### config.mk
export PLATFORM = sky130hd
export DESIGN_NAME = i2c_register_access_master_top
export DESIGN_NICKNAME = d
export VERILOG_FILES = /design/src/rtl/i2c_ram_pkg.sv /design/src/rtl/i2c_ram_front.sv /design/src/rtl/i2c_ram_queue.sv /design/src/rtl/i2c_ram_seq.sv /design/src/rtl/i2c_register_access_master_top.sv
export VERILOG_INCLUDE_DIRS = /design/src /design/src/rtl
export SDC_FILE = /design/constraint.sdc
export NUM_CORES = 1
export LEC_CHECK = 0
export BUFFER_PORTS_ARGS = -buffer_cell sky130_fd_sc_hd__buf_2
export CAP_MARGIN = 20
export CORE_ASPECT_RATIO = 0.9
export CORE_MARGIN = 3
export CORE_UTILIZATION = 30
export DETAILED_ROUTE_END_ITERATION = 16
export SLEW_MARGIN = 0
export SYNTH_ARGS = -nofsm -noshare
export SYNTH_HDL_FRONTEND = slang
export SYNTH_SLANG_ARGS = --single-unit
### constraint.sdc
create_clock -name clock -period 3.6 [get_ports clock]
set_input_delay 0.36 -clock clock [delete_from_list [all_inputs] [get_ports clock]]
set_output_delay 0.36 -clock clock [all_outputs]
set_load 0.05 [all_outputs]
### src/rtl/assert_macros.svh
// ----------------------------------------------------------------------------
// Assertion macros
// Shared concurrent assertion helpers for the register access master.
// ----------------------------------------------------------------------------
`ifndef ASSERT_MACROS_SVH
`define ASSERT_MACROS_SVH
// implication checked at every edge outside reset
`define ASSERT_IMPL(lbl, clk, rst, prop, msg) \
   lbl: assert property (@(posedge clk) disable iff (rst) (prop)) else $error(msg);
// implication checked during reset as well
`define ASSERT_ALWAYS(lbl, clk, prop, msg) \
   lbl: assert property (@(posedge clk) (prop)) else $error(msg);
`endif

### src/rtl/i2c_ram_pkg.sv
// ----------------------------------------------------------------------------
// I2C register access master package
// Shared types, codes and the result word layout.
// ----------------------------------------------------------------------------
`default_nettype none
package i2c_ram_pkg;
   localparam int MAX_BYTES = 4;

   localparam logic [1:0] ACT_TICK  = 2'd0;
   localparam logic [1:0] ACT_READ  = 2'd1;
   localparam logic [1:0] ACT_WRITE = 2'd2;

   localparam logic CSR_DEV_ADDR = 1'b0;
   localparam logic CSR_ACK_TMO  = 1'b1;

   typedef enum logic [3:0] {
      PH_IDLE, PH_START, PH_SEND, PH_ACKW, PH_POLL, PH_TOSTOP,
      PH_RECV, PH_ACKOUT, PH_NACKOUT, PH_STOP
   } phase_type;

   typedef struct packed {
      logic       scl;
      logic       sda;
      logic [7:0] rdata;
      logic       rvalid;
      logic       done;
      logic       err;
      logic       busy;
   } rsp_type;

   typedef struct packed {
      logic        start;
      logic        is_read;
      logic [15:0] reg_addr;
      logic [31:0] wdata;
      logic [2:0]  cnt;
      logic        sda;
   } cmd_type;
endpackage
`default_nettype wire

### src/rtl/i2c_ram_front.sv
// ----------------------------------------------------------------------------
// I2C register access master front end
// Accepts request words, classifies the action and saturates the count.
// ----------------------------------------------------------------------------
`default_nettype none
module i2c_ram_front (
   input  wire logic                 clock,
   input  wire logic                 reset,
   input  wire logic                 req_valid,
   output logic                      req_ready,
   input  wire logic [1:0]           req_action,
   input  wire logic [15:0]          req_reg_addr,
   input  wire logic [31:0]          req_write_data,
   input  wire logic [2:0]           req_byte_count,
   input  wire logic                 req_sda_in,
   output logic                      cmd_valid,
   input  wire logic                 cmd_ready,
   output i2c_ram_pkg::cmd_type      cmd
);
   import i2c_ram_pkg::*;

   logic    valid_ff, valid_in;
   cmd_type cmd_ff, cmd_in;
   logic [2:0] cnt;

   assign req_ready = !valid_ff || cmd_ready;
   assign cnt = (req_byte_count > 3'(MAX_BYTES)) ? 3'(MAX_BYTES) : req_byte_count;

   always_comb begin
      valid_in = valid_ff;
      cmd_in = cmd_ff;
      if (req_ready) begin
         valid_in = req_valid;
         cmd_in.start = (req_action == ACT_READ) || (req_action == ACT_WRITE);
         cmd_in.is_read = (req_action == ACT_READ);
         cmd_in.reg_addr = req_reg_addr;
         cmd_in.wdata = req_write_data;
         cmd_in.cnt = cnt;
         cmd_in.sda = req_sda_in;
      end
   end

   always_ff @(posedge clock) begin
      if (reset) valid_ff <= 1'b0;
      else valid_ff <= valid_in;
      cmd_ff <= cmd_in;
   end

   assign cmd_valid = valid_ff;
   assign cmd = cmd_ff;
endmodule
`default_nettype wire

### src/rtl/i2c_ram_queue.sv
// ----------------------------------------------------------------------------
// I2C register access master command queue
// Two-entry queue between the front end and the bus sequencer.
// ----------------------------------------------------------------------------
`default_nettype none
`include "assert_macros.svh"
module i2c_ram_queue (
   input  wire logic                 clock,
   input  wire logic                 reset,
   input  wire logic                 in_valid,
   output logic                      in_ready,
   input  wire i2c_ram_pkg::cmd_type in_cmd,
   output logic                      out_valid,
   input  wire logic                 out_ready,
   output i2c_ram_pkg::cmd_type      out_cmd
);
   import i2c_ram_pkg::*;

   cmd_type    mem_ff [2];
   logic       wp_ff, wp_in, rp_ff, rp_in;
   logic [1:0] cnt_ff, cnt_in;
   logic       push, pop;

   assign in_ready = (cnt_ff != 2'd2);
   assign out_valid = (cnt_ff != 2'd0);
   assign push = in_valid && in_ready;
   assign pop = out_valid && out_ready;
   assign out_cmd = mem_ff[rp_ff];

   always_comb begin
      wp_in = push ? !wp_ff : wp_ff;
      rp_in = pop ? !rp_ff : rp_ff;
      cnt_in = cnt_ff + 2'(push) - 2'(pop);
   end

   always_ff @(posedge clock) begin
      if (reset) begin
         wp_ff <= 1'b0;
         rp_ff <= 1'b0;
         cnt_ff <= 2'd0;
      end else begin
         wp_ff <= wp_in;
         rp_ff <= rp_in;
         cnt_ff <= cnt_in;
      end
      if (push) mem_ff[wp_ff] <= in_cmd;
   end

   `ASSERT_ALWAYS(a_cnt_range, clock, reset || (cnt_ff != 2'd3), "queue count out of range")
   `ASSERT_IMPL(a_no_over, clock, reset, (cnt_ff == 2'd2) |-> !push, "queue overflow")
   `ASSERT_IMPL(a_ptr, clock, reset, (cnt_ff == 2'd0 || cnt_ff == 2'd2) |-> (wp_ff == rp_ff),
      "queue pointers disagree with count")
endmodule
`default_nettype wire

### src/rtl/i2c_ram_seq.sv
// ----------------------------------------------------------------------------
// I2C register access master bus sequencer
// Advances the bus one delay interval per command and registers the result.
// ----------------------------------------------------------------------------
`default_nettype none
`include "assert_macros.svh"
module i2c_ram_seq (
   input  wire logic                 clock,
   input  wire logic                 reset,
   input  wire logic                 csr_write_enable,
   input  wire logic                 csr_index,
   input  wire logic [7:0]           csr_write_data,
   input  wire logic                 cmd_valid,
   output logic                      cmd_ready,
   input  wire i2c_ram_pkg::cmd_type cmd,
   output logic                      rsp_valid,
   input  wire logic                 rsp_ready,
   output i2c_ram_pkg::rsp_type      rsp
);
   import i2c_ram_pkg::*;

   logic [6:0]  dev_ff;
   logic [7:0]  tmo_ff;
   phase_type   ph_ff, ph_in;
   logic [3:0]  bit_ff, bit_in;
   logic [2:0]  byte_ff, byte_in;
   logic [7:0]  sh_ff, sh_in;
   logic [7:0]  wait_ff, wait_in;
   logic [31:0] pend_ff, pend_in;
   logic [15:0] sreg_ff, sreg_in;
   logic [2:0]  scnt_ff, scnt_in;
   logic        rd_ff, rd_in, err_ff, err_in;
   logic        scl_ff, scl_in, sda_ff, sda_in;
   logic        ov_ff;
   rsp_type     out_ff, out_in;
   logic        fire;
   phase_type   ph;
   logic [3:0]  bc;

   assign cmd_ready = !ov_ff || rsp_ready;
   assign fire = cmd_valid && cmd_ready;
   assign rsp_valid = ov_ff;
   assign rsp = out_ff;

   always_comb begin
      logic [7:0] addr;
      logic       ack_go, ack_to;
      addr = '0;
      ack_go = 1'b0;
      ack_to = 1'b0;
      ph_in = ph_ff; bit_in = bit_ff; byte_in = byte_ff; sh_in = sh_ff;
      wait_in = wait_ff; pend_in = pend_ff; sreg_in = sreg_ff; scnt_in = scnt_ff;
      rd_in = rd_ff; err_in = err_ff; scl_in = scl_ff; sda_in = sda_ff;
      out_in = '0;
      ph = ph_ff;
      if (ph_ff == PH_IDLE && cmd.start) begin
         sreg_in = cmd.reg_addr;
         pend_in = cmd.wdata;
         scnt_in = cmd.cnt;
         rd_in = cmd.is_read;
         err_in = 1'b0;
         byte_in = 3'd0;
         wait_in = 8'd0;
         ph = PH_START;
         bit_in = 4'd0;
      end
      bc = bit_in;
      unique case (ph)
         PH_START: begin
            if (bc == 4'd0) begin
               scl_in = 1'b1; sda_in = 1'b1; bit_in = bc + 4'd1;
            end else if (bc == 4'd1) begin
               scl_in = 1'b1; sda_in = 1'b0; bit_in = bc + 4'd1;
            end else begin
               addr = {dev_ff, (byte_in == 3'd3)};
               scl_in = 1'b0; sda_in = 1'b0;
               sh_in = addr; ph = PH_SEND; bit_in = 4'd0;
            end
            ph_in = ph;
         end
         PH_SEND: begin
            ph_in = ph;
            if (!bc[0]) begin
               scl_in = 1'b0; sda_in = sh_ff[7]; bit_in = bc + 4'd1;
            end else begin
               scl_in = 1'b1;
               sh_in = {sh_ff[6:0], 1'b0};
               if (bc == 4'd15) begin
                  ph_in = PH_ACKW; bit_in = 4'd0;
               end else bit_in = bc + 4'd1;
            end
         end
         PH_ACKW: begin
            if (bc == 4'd0) begin
               scl_in = 1'b0; sda_in = 1'b1; bit_in = 4'd1; ph_in = ph;
            end else begin
               scl_in = 1'b1; sda_in = 1'b1; wait_in = 8'd0;
               ph_in = PH_POLL; bit_in = 4'd0;
            end
         end
         PH_POLL: begin
            ph_in = ph;
            if (!cmd.sda) begin
               scl_in = 1'b0; sda_in = 1'b1; ack_go = 1'b1;
            end else if (wait_ff >= tmo_ff) begin
               err_in = 1'b1; scl_in = 1'b1; sda_in = 1'b0;
               ph_in = PH_TOSTOP; bit_in = 4'd0;
            end else begin
               wait_in = wait_ff + 8'd1; scl_in = 1'b1; sda_in = 1'b1;
            end
         end
         PH_TOSTOP: begin
            ph_in = ph;
            if (bc == 4'd0) begin
               scl_in = 1'b1; sda_in = 1'b0; bit_in = 4'd1;
            end else if (bc == 4'd1) begin
               scl_in = 1'b1; sda_in = 1'b1; bit_in = 4'd2;
            end else begin
               scl_in = 1'b0; sda_in = 1'b1; ack_go = 1'b1; ack_to = 1'b1;
            end
         end
         PH_RECV: begin
            ph_in = ph;
            if (!bc[0]) begin
               scl_in = 1'b1; sda_in = 1'b1;
               sh_in = {sh_ff[6:0], cmd.sda};
               if (bc >= 4'd14) begin
                  out_in.rdata = sh_in; out_in.rvalid = 1'b1;
               end
               bit_in = bc + 4'd1;
            end else begin
               scl_in = 1'b0; sda_in = 1'b1;
               if (bc == 4'd15) begin
                  ph_in = (scnt_ff <= 3'd1) ? PH_NACKOUT : PH_ACKOUT; bit_in = 4'd0;
               end else bit_in = bc + 4'd1;
            end
         end
         PH_ACKOUT: begin
            ph_in = ph;
            if (bc == 4'd0) begin
               scl_in = 1'b0; sda_in = 1'b0; bit_in = 4'd1;
            end else if (bc == 4'd1) begin
               scl_in = 1'b1; sda_in = 1'b0; bit_in = 4'd2;
            end else if (bc == 4'd2) begin
               scl_in = 1'b0; sda_in = 1'b0; bit_in = 4'd3;
            end else begin
               scl_in = 1'b0; sda_in = 1'b1;
               if (scnt_ff != 3'd0) scnt_in = scnt_ff - 3'd1;
               sh_in = 8'd0; ph_in = PH_RECV; bit_in = 4'd0;
            end
         end
         PH_NACKOUT: begin
            ph_in = ph;
            if (bc == 4'd0) begin
               scl_in = 1'b0; sda_in = 1'b1; bit_in = 4'd1;
            end else if (bc == 4'd1) begin
               scl_in = 1'b1; sda_in = 1'b1; bit_in = 4'd2;
            end else begin
               scl_in = 1'b0; sda_in = 1'b1;
               if (scnt_ff != 3'd0) scnt_in = scnt_ff - 3'd1;
               ph_in = PH_STOP; bit_in = 4'd0;
            end
         end
         PH_STOP: begin
            ph_in = ph;
            if (bc == 4'd0) begin
               sda_in = 1'b0; bit_in = 4'd1;
            end else if (bc == 4'd1) begin
               scl_in = 1'b1; sda_in = 1'b0; bit_in = 4'd2;
            end else begin
               scl_in = 1'b1; sda_in = 1'b1; out_in.done = 1'b1;
               ph_in = PH_IDLE; bit_in = 4'd0;
            end
         end
         default: begin
            ph_in = PH_IDLE; bit_in = 4'd0;
         end
      endcase
      if (ack_go) begin
         bit_in = 4'd0;
         unique case (byte_ff)
            3'd0: begin byte_in = 3'd1; sh_in = sreg_ff[15:8]; ph_in = PH_SEND; end
            3'd1: begin byte_in = 3'd2; sh_in = sreg_ff[7:0]; ph_in = PH_SEND; end
            3'd2: begin
               if (rd_ff) begin
                  byte_in = 3'd3; ph_in = PH_START;
               end else begin
                  byte_in = 3'd4;
                  ph_in = (scnt_ff == 3'd0) ? PH_STOP : PH_SEND;
                  sh_in = pend_ff[7:0];
               end
            end
            3'd3: begin
               byte_in = 3'd4; sh_in = 8'd0;
               ph_in = (scnt_ff == 3'd0) ? PH_STOP : PH_RECV;
            end
            default: begin
               scnt_in = (scnt_ff != 3'd0) ? scnt_ff - 3'd1 : scnt_ff;
               pend_in = {8'd0, pend_ff[31:8]};
               ph_in = (ack_to || scnt_in == 3'd0) ? PH_STOP : PH_SEND;
               sh_in = pend_in[7:0];
            end
         endcase
      end
      out_in.scl = scl_in;
      out_in.sda = sda_in;
      out_in.err = err_in;
      out_in.busy = (ph_in != PH_IDLE);
   end

   always_ff @(posedge clock) begin
      if (reset) begin
         dev_ff <= 7'd20; tmo_ff <= 8'd250;
         ph_ff <= PH_IDLE; bit_ff <= '0; byte_ff <= '0; sh_ff <= '0; wait_ff <= '0;
         pend_ff <= '0; sreg_ff <= '0; scnt_ff <= '0; rd_ff <= 1'b0; err_ff <= 1'b0;
         scl_ff <= 1'b1; sda_ff <= 1'b1; ov_ff <= 1'b0;
      end else begin
         if (csr_write_enable && csr_index == CSR_DEV_ADDR) dev_ff <= csr_write_data[6:0];
         if (csr_write_enable && csr_index == CSR_ACK_TMO) tmo_ff <= csr_write_data;
         if (fire) begin
            ph_ff <= ph_in; bit_ff <= bit_in; byte_ff <= byte_in; sh_ff <= sh_in;
            wait_ff <= wait_in; pend_ff <= pend_in; sreg_ff <= sreg_in;
            scnt_ff <= scnt_in; rd_ff <= rd_in; err_ff <= err_in;
            scl_ff <= scl_in; sda_ff <= sda_in;
         end
         if (cmd_ready) ov_ff <= fire;
      end
      if (fire) out_ff <= out_in;
   end

   `ASSERT_IMPL(a_hold, clock, reset, (ov_ff && !rsp_ready) |=> $stable(out_ff),
      "result changed while stalled")
   `ASSERT_IMPL(a_idle_rel, clock, reset, (ph_ff == PH_IDLE) |-> (scl_ff && sda_ff),
      "lines not released when idle")
   `ASSERT_IMPL(a_done_idle, clock, reset, (ov_ff && out_ff.done) |-> !out_ff.busy,
      "done while still busy")
endmodule
`default_nettype wire

### src/rtl/i2c_register_access_master_top.sv
// ----------------------------------------------------------------------------
// I2C register access master
// Open-drain I2C master for 16-bit register reads and writes, tick paced.
// ----------------------------------------------------------------------------
// Every req word is one bus delay interval: actions 0 and 3 are plain ticks, 1 and 2
// start a register read or write when the master is idle. Each req word gives
// exactly one rsp word with the line levels, any finished read byte, done,
// error and busy flags.
// Throughput: one word per cycle while rsp_ready is high, set by the phase update
// in the bus sequencer. A req word passes the front register, then the queue,
// then the result register before rsp_valid rises.
// The csr port writes device address (index 0) and ack timeout (index 1);
// write only while no word is in flight.
// Reset clears all control state, releases both lines and loads address 20
// and timeout 250.
// When rsp_ready is low the result register holds, the queue fills and
// req_ready drops; no word is lost or repeated.
// ----------------------------------------------------------------------------
`default_nettype none
module i2c_register_access_master_top (
   input  wire logic        clock,
   input  wire logic        reset,
   input  wire logic        csr_write_enable,
   input  wire logic        csr_index,
   input  wire logic [7:0]  csr_write_data,
   input  wire logic        req_valid,
   output logic             req_ready,
   input  wire logic [1:0]  req_action,
   input  wire logic [15:0] req_reg_addr,
   input  wire logic [31:0] req_write_data,
   input  wire logic [2:0]  req_byte_count,
   input  wire logic        req_sda_in,
   output logic             rsp_valid,
   input  wire logic        rsp_ready,
   output logic             rsp_scl_out,
   output logic             rsp_sda_out,
   output logic [7:0]       rsp_read_data,
   output logic             rsp_read_valid,
   output logic             rsp_done_res,
   output logic             rsp_ack_error,
   output logic             rsp_busy_res
);
   import i2c_ram_pkg::*;

   cmd_type f_cmd, q_cmd;
   logic    f_valid, f_ready, q_valid, q_ready;
   rsp_type rsp;

   i2c_ram_front u_front (
      .clock, .reset, .req_valid, .req_ready, .req_action, .req_reg_addr,
      .req_write_data, .req_byte_count, .req_sda_in,
      .cmd_valid(f_valid), .cmd_ready(f_ready), .cmd(f_cmd)
   );

   i2c_ram_queue u_queue (
      .clock, .reset, .in_valid(f_valid), .in_ready(f_ready), .in_cmd(f_cmd),
      .out_valid(q_valid), .out_ready(q_ready), .out_cmd(q_cmd)
   );

   i2c_ram_seq u_seq (
      .clock, .reset, .csr_write_enable, .csr_index, .csr_write_data,
      .cmd_valid(q_valid), .cmd_ready(q_ready), .cmd(q_cmd),
      .rsp_valid, .rsp_ready, .rsp
   );

   assign rsp_scl_out = rsp.scl;
   assign rsp_sda_out = rsp.sda;
   assign rsp_read_data = rsp.rdata;
   assign rsp_read_valid = rsp.rvalid;
   assign rsp_done_res = rsp.done;
   assign rsp_ack_error = rsp.err;
   assign rsp_busy_res = rsp.busy;
endmodule
`default_nettype wire

==> qor.yml, run 1 <==
clock-sinks: 280
p_leak_uw: 0.00513
status: "finished, final reports clean"
dieArea_um2: 42300
p_sw_uw: 3990
grt_max_degree: 61
ys_top_cells_by_area: "edfxtp_1 (44%), dfxtp_1 (17%), mux2i_1 (5.8%)"
reg2reg_from: "u_seq.ph_ff[0]"
die_width_um: 216
cts-root-buf: "clkbuf_16"
fin_util_pct: 37.0
initialDrtViolationCount: 850
fmax_ghz: 0.312
crit_fanout: 48
drtAntennaViolNets: 0
p_clk_share_pct: 25.7
rsz0062_at_grt: "no"
grt_usage_pct: 13.4
initial_core_util_pct: 30.8
synth_cell_type_count: 75
syn-cell-area_um2: 12000
io_pins: 84
synth.yosys.warnings: 0
synth_nets: 1119
syn2layout_area_growth_pct: 20.1
clk_latency_ps: 580
cp-end-kind: "register"
clkTransAtPathRegs_ps: 70
synth_edf_count: 176
final_nets: 1239
seq_power_share_pct: 40.4
gp_congestion: 0.930
htree_levels: 1
overflow: 0
finalCriticalPeriod_ps: 3210
drv_cap: 0
start_kind: "register"
rrSetupSlack_ps: 390
timing.rr.end: "u_seq.pend_ff[4]"
hold_path_end: "u_seq.dev_ff[4]"
worstHoldStart: "csr_write_data[4]"
ys.flop_type: "edfxtp_1"
intPower_uw: 6920
grt_first_pass_wirelength_um: 45900
dr.pass1.iters: 5
die_y_um: 195
clockBufferDepth: 3
period_share_pct: 89.1
ys_async_sr_fraction_pct: 0
report.final.slew_viol_count: 0
core-area_um2: 38800
yosys.area.top_type: "edfxtp_1"
r2r_cells: 11
dp_hpwl_um: 19300
whs_path_depth: 3
antenna_found_initial: 0
design_area_um2: 14300
max-slew-margin-rel_pct: 33.3
tns_ps: 0
yosysTopAreaCellShare_pct: 44.2
arrival_ps: 3620
port_buffers: 83
place_area_um2: 13000
wl_per_cell_um: 17.0
wirelength_um: 28900
required_ps: 4010
via_count: 8432
vias_per_cell: 4.96
synth.avg_cell_area_um2: 11.5
path_class: "reg2reg"
numCtsBuffers: 28
hold_violations: 0
drc: 0
cts_tree: "built"
power_density_nw_per_um2: 760
swShare_pct: 36.6
antennaDiodeCount: 0
ys_ff_latch: 280
tightest_slew_ps: 998
cts_setup_buffers: 0
setup_viol: 0
synthCells: 1035
grt_pass1_vias: 8261
rows: 68
final_layout_size_suffix_gt1_share_pct: 14.4
ir_drop_v: 0.000481
final.setup_skew_ps: 33.4
min_path_type: "in2reg"
comb_power_share_pct: 33.9
ys_seq_area_share_pct: 61.6
-- layout make-up --
type                            count  area [um^2]
Clock buffer                       34          723
Sequential cell                   280         7370
Fill cell                        3850        24400
Multi-Input combinational cell    665         4250
Tap cell                          525          657
Clock inverter                     17          155
Timing Repair Buffer              157         1110
Inverter                           23         86.3
-- cells by family after synthesis --
logic type	count (synthesis)	share of synthesized area (%)
simple gates	319	12.5
fa+ha+maj	16	1.68
compound gates	250	14.4
buf+inv	90	3.10
mux	75	6.34
flops	280	61.6
xor+xnor	5	0.366
-- registers in the layout, summed over array words and instances (netlist names), named ones only --
register and cells:
u_queue.mem_ff 108, u_front.cmd 54, u_seq.pend_ff 32, u_seq.sreg_ff 16, u_seq.rsp 14, u_seq.sh_ff 8
u_seq.tmo_ff 8, u_seq.wait_ff 8, u_seq.dev_ff 7, u_seq.bit_ff 4, u_seq.ph_ff 4, u_seq.byte_ff 3
u_seq.scnt_ff 3, u_queue.cnt_ff 2, u_front.cmd_valid 1, u_queue.rp_ff 1, u_queue.wp_ff 1, u_seq.err_ff 1
u_seq.rd_ff 1, u_seq.rsp_valid 1, u_seq.scl_ff 1, u_seq.sda_ff 1
-- worst max-delay path: stages, from the launching register on --
cell      delay (ps)
dfxtp_1          320
nor4_2           500
nand2_1          200
and2_1           230
ha_1             270
o21bai_1         270
a21bo_2          310
a21boi_4         250
buf_12           260
a211oi_1          70
a211oi_1         270
nor3_1            80
-- power by group through the flow --
stage / Combinational (uW) / Sequential [uW] / Clock (uW)
6_report: 3700 / 4400 / 2800
5_1_grt: 4100 / 4470 / 3030
4_1_cts: 3690 / 4410 / 2890
3_5_place_dp: 3630 / 4470 / 0
3_3_place_gp: 3620 / 4450 / 0
2_1_floorplan: 2560 / 4530 / 0
-- Yosys cell counts, drive strengths merged (4+ instances only) --
master and number:
and2 13, a31oi 8, a21oi 43, buf 28, a22oi 7, o21ai 43
nand3 27, mux2 6, nor2b 15, a21o 13, dfxtp 104, o22ai 9
nor2 110, edfxtp 176, o31ai 4, nand2b 7, or3 5, a21boi 4
nor3 31, nand4 10, and3 6, mux2i 69, a211oi 77, a221oi 5
nand2 82, a22o 4, clkbuf 39, ha 16, inv 21
-- worst max path at each step --
stage,from,endpoint,slack (ps)
2_1_floorplan,u_queue.cnt_ff[0],u_queue.mem_ff[0][0],320
3_3_place_gp,u_seq.ph_ff[0],u_seq.pend_ff[22],500
3_5_place_dp,u_seq.ph_ff[0],u_seq.pend_ff[4],440
4_1_cts,u_seq.ph_ff[0],u_seq.pend_ff[4],430
5_1_grt,u_seq.ph_ff[0],u_seq.pend_ff[0],140
6_report,u_seq.ph_ff[0],u_seq.pend_ff[4],390
-- cells in the final DEF, fill, tap and decap left out, drive strengths merged, types with 4 or more instances in the layout --
| cell | Yosys | routed |
|---|---|---|
| edfxtp | 176 | 176 |
| nor2 | 110 | 110 |
| buf | 28 | 106 |
| dfxtp | 104 | 104 |
| nand2 | 82 | 82 |
| a211oi | 77 | 77 |
| mux2i | 69 | 69 |
| dlygate4sd3 | 0 | 51 |
| a21oi | 43 | 43 |
| o21ai | 43 | 43 |
| clkbuf | 39 | 34 |
| nor3 | 31 | 31 |
| nand3 | 27 | 27 |
| inv | 21 | 22 |
| ha | 16 | 16 |
| nor2b | 15 | 15 |
| clkinv | 2 | 14 |
| a21o | 13 | 13 |
| and2 | 13 | 13 |
| nand4 | 10 | 10 |
| o22ai | 9 | 9 |
| a31oi | 8 | 8 |
| nand2b | 7 | 7 |
| a22oi | 7 | 7 |
| mux2 | 6 | 6 |
| and3 | 6 | 6 |
| or3 | 5 | 5 |
| a221oi | 5 | 5 |
| a22o | 4 | 4 |
| o31ai | 4 | 4 |
| a21boi | 4 | 4 |
-- stage by stage --
step                      total power (uW)  setup WS [ps]  instances  hold slack [ps]
after CTS                            11000            432       1701             36.2
after global placement                8080            502       1599              426
after detailed placement              8100            436       1599              431
after global routing                 11600            138       1701             43.6
after floorplan                       7090            323       1035              421
final                                10900            394       1701             55.9
-- layer usage --
| layer | track usage, % | vias up | routed length, um |
|---|---|---|---|
| met4 | 3.11 | 0 | 546 |
| met3 | 2.29 | 46 | 1410 |
| li1 | - | 4110 | - |
| met1 | 19.1 | 4033 | 13600 |
| met5 | 0 | - | 0 |
| met2 | 21.5 | 243 | 13300 |
-- timing repair --
action	in CTS	in global routing
endpoints found under the hold margin	51	0
hold buffers	51	0
gates resized for setup	0	0
No activity file was read; power rests on OpenSTA's default activity.
==> inputs of run 2 (changes only) <==
- clock period: 3.6 -> 2.85 ns (I/O delays scaled with it)
==> run 2 against run 1 <==
  * Non-clock buffer count increased by 25
  * Global-route usage about the same
  * Via count increased by 0.98%
  * Final cell count increased by 1.6%
  * Register-to-register slack got worse by 230 ps
  * Sequential power increased by 26%
  * Flip-flop and latch count unchanged
  * Critical path type unchanged
  * Largest power group unchanged
==> qor.yml, run 2 (synthesis results as in run 1) <==
status: "finished, final reports clean"
clockBufferDepth: 3
drc: 0
path_class: "reg2reg"
grt_pass1_vias: 8333
final_nets: 1265
layout_common_cells: "edfxtp_1 (176), nor2_1 (107), dfxtp_1 (103), buf_2 (83), nand2_1 (81)"
setup_viol: 0
overflow: 0
report.final.slew_viol_count: 0
r2r_cells: 12
ir_drop_v: 0.000526
place_area_um2: 13100
clock-sinks: 280
vias_per_cell: 4.92
grt_usage_pct: 13.4
design_area_um2: 14900
htree_levels: 1
die_y_um: 195
largest_reg_flops: 108
start_kind: "register"
numCtsBuffers: 29
whs_ps: 37.1
n_fill_cell: 3766
final.setup_skew_ps: 9.06
final_layout_size_suffix_gt1_share_pct: 16.9
syn2layout_area_growth_pct: 24.6
power_density_nw_per_um2: 981
rows: 68
largest-register: "u_queue.mem_ff"
grt_first_pass_wirelength_um: 46000
grt_max_degree: 63
dp_hpwl_um: 19200
gp_congestion: 0.905
min_path_type: "in2reg"
drtAntennaViolNets: 0
finalCriticalPeriod_ps: 2680
endpoint: "u_seq.pend_ff[17]"
period_share_pct: 94.1
required_ps: 3260
hold_violations: 0
die_width_um: 216
antennaDiodeCount: 0
dieArea_um2: 42300
p_leak_uw: 0.00538
fmax_ghz: 0.373
port_buffers: 83
cts_tree: "built"
tns_ps: 0
io_pins: 84
core-area_um2: 38800
initial_core_util_pct: 30.8
via_count: 8515
cp-end-kind: "register"
cts-root-buf: "clkbuf_16"
timing.rr.end: "u_seq.pend_ff[17]"
rsz0062_at_grt: "no"
arrival_ps: 3090
dr.pass1.iters: 5
drv_cap: 0
initialDrtViolationCount: 883
antenna_found_initial: 0
final_common_cell: "edfxtp_1"
tightest_slew_ps: 939
rrSetupSlack_ps: 170
wirelength_um: 29400
clk_latency_ps: 560
crit_fanout: 20
wl_per_cell_um: 17.0
max-slew-margin-rel_pct: 37.4
clkTransAtPathRegs_ps: 60
-- run 2: cell count changes in the layout (fill, tap and decap cells not counted), moves of 3 or more --
cell	previous run	this run
bufinv_16	2	8
buf_4	22	30
clkbuf_1	6	1
buf_12	1	7
dlygate4sd3_1	51	60
clkbuf_16	28	31
clkinv_2	4	7
clkinv_1	9	4
-- run 2: cell type report --
class / count / area, um^2 / share of cell area, %
clock inverter: 24 / 347 / 2.33
timing repair buffer: 182 / 1430 / 9.61
sequential: 280 / 7370 / 49.5
inverter: 23 / 86.3 / 0.580
tap: 525 / 657 / 4.41
multi-input combinational: 665 / 4280 / 28.7
clock buffer: 30 / 729 / 4.90
-- run 2: worst min path at each step --
stage,startpoint,to,slack [ps],cells past startpoint
floorplan,req_sda_in,u_front.cmd[0],380,0
global placement,u_front.cmd[32],u_queue.mem_ff[1][32],430,0
detailed placement,u_front.cmd[45],u_queue.mem_ff[0][45],430,0
CTS,req_byte_count[1],u_front.cmd[2],5,2
global route,req_byte_count[1],u_front.cmd[2],20,2
finish,req_byte_count[1],u_front.cmd[2],40,2
-- run 2: critical path, stage by stage (launching register included) --
cell	delay, ps
dfxtp_2	380
mux2_2	360
nand2_1	130
nand2_1	100
ha_1	220
o21bai_2	230
a21bo_4	270
a21boi_4	170
buf_12	150
buf_12	150
a211oi_1	50
a211oi_1	230
nor3_1	80
-- run 2: repair_timing --
item,4_1_cts,5_1_grt
gates resized for setup,0,9
endpoints found under the hold margin,68,0
setup buffers,0,2
setup endpoints to repair,0,26
hold buffers,60,0
-- run 2: routing by layer --
| layer | GRT usage (%) | share of wire, % | up-vias |
|---|---|---|---|
| met4 | 2.43 | 1.6 | 0 |
| met3 | 2.38 | 5.2 | 34 |
| li1 | - | - | 4166 |
| met5 | 0 | 0 | - |
| met2 | 21.5 | 46 | 278 |
| met1 | 19.3 | 47 | 4037 |
-- run 2: per-stage QoR --
stage | total power (uW) | utilization, % | setup slack, ps | std cells
finish | 14600 | 38.4 | 168 | 1729
global route | 15500 | 38.4 | 3.68 | 1729
CTS | 14700 | 38.1 | 92.9 | 1725
detailed placement | 10400 | 33.8 | 114 | 1611
global placement | 10300 | 33.8 | 210 | 1611
floorplan | 8950 | - | 18.9 | 1035
-- run 2: power breakdown --
| part | internal [uW] | switching [uW] |
|---|---|---|
| clock network | 2600 | 1610 |
| registers | 5080 | 473 |
| logic | 1800 | 3050 |
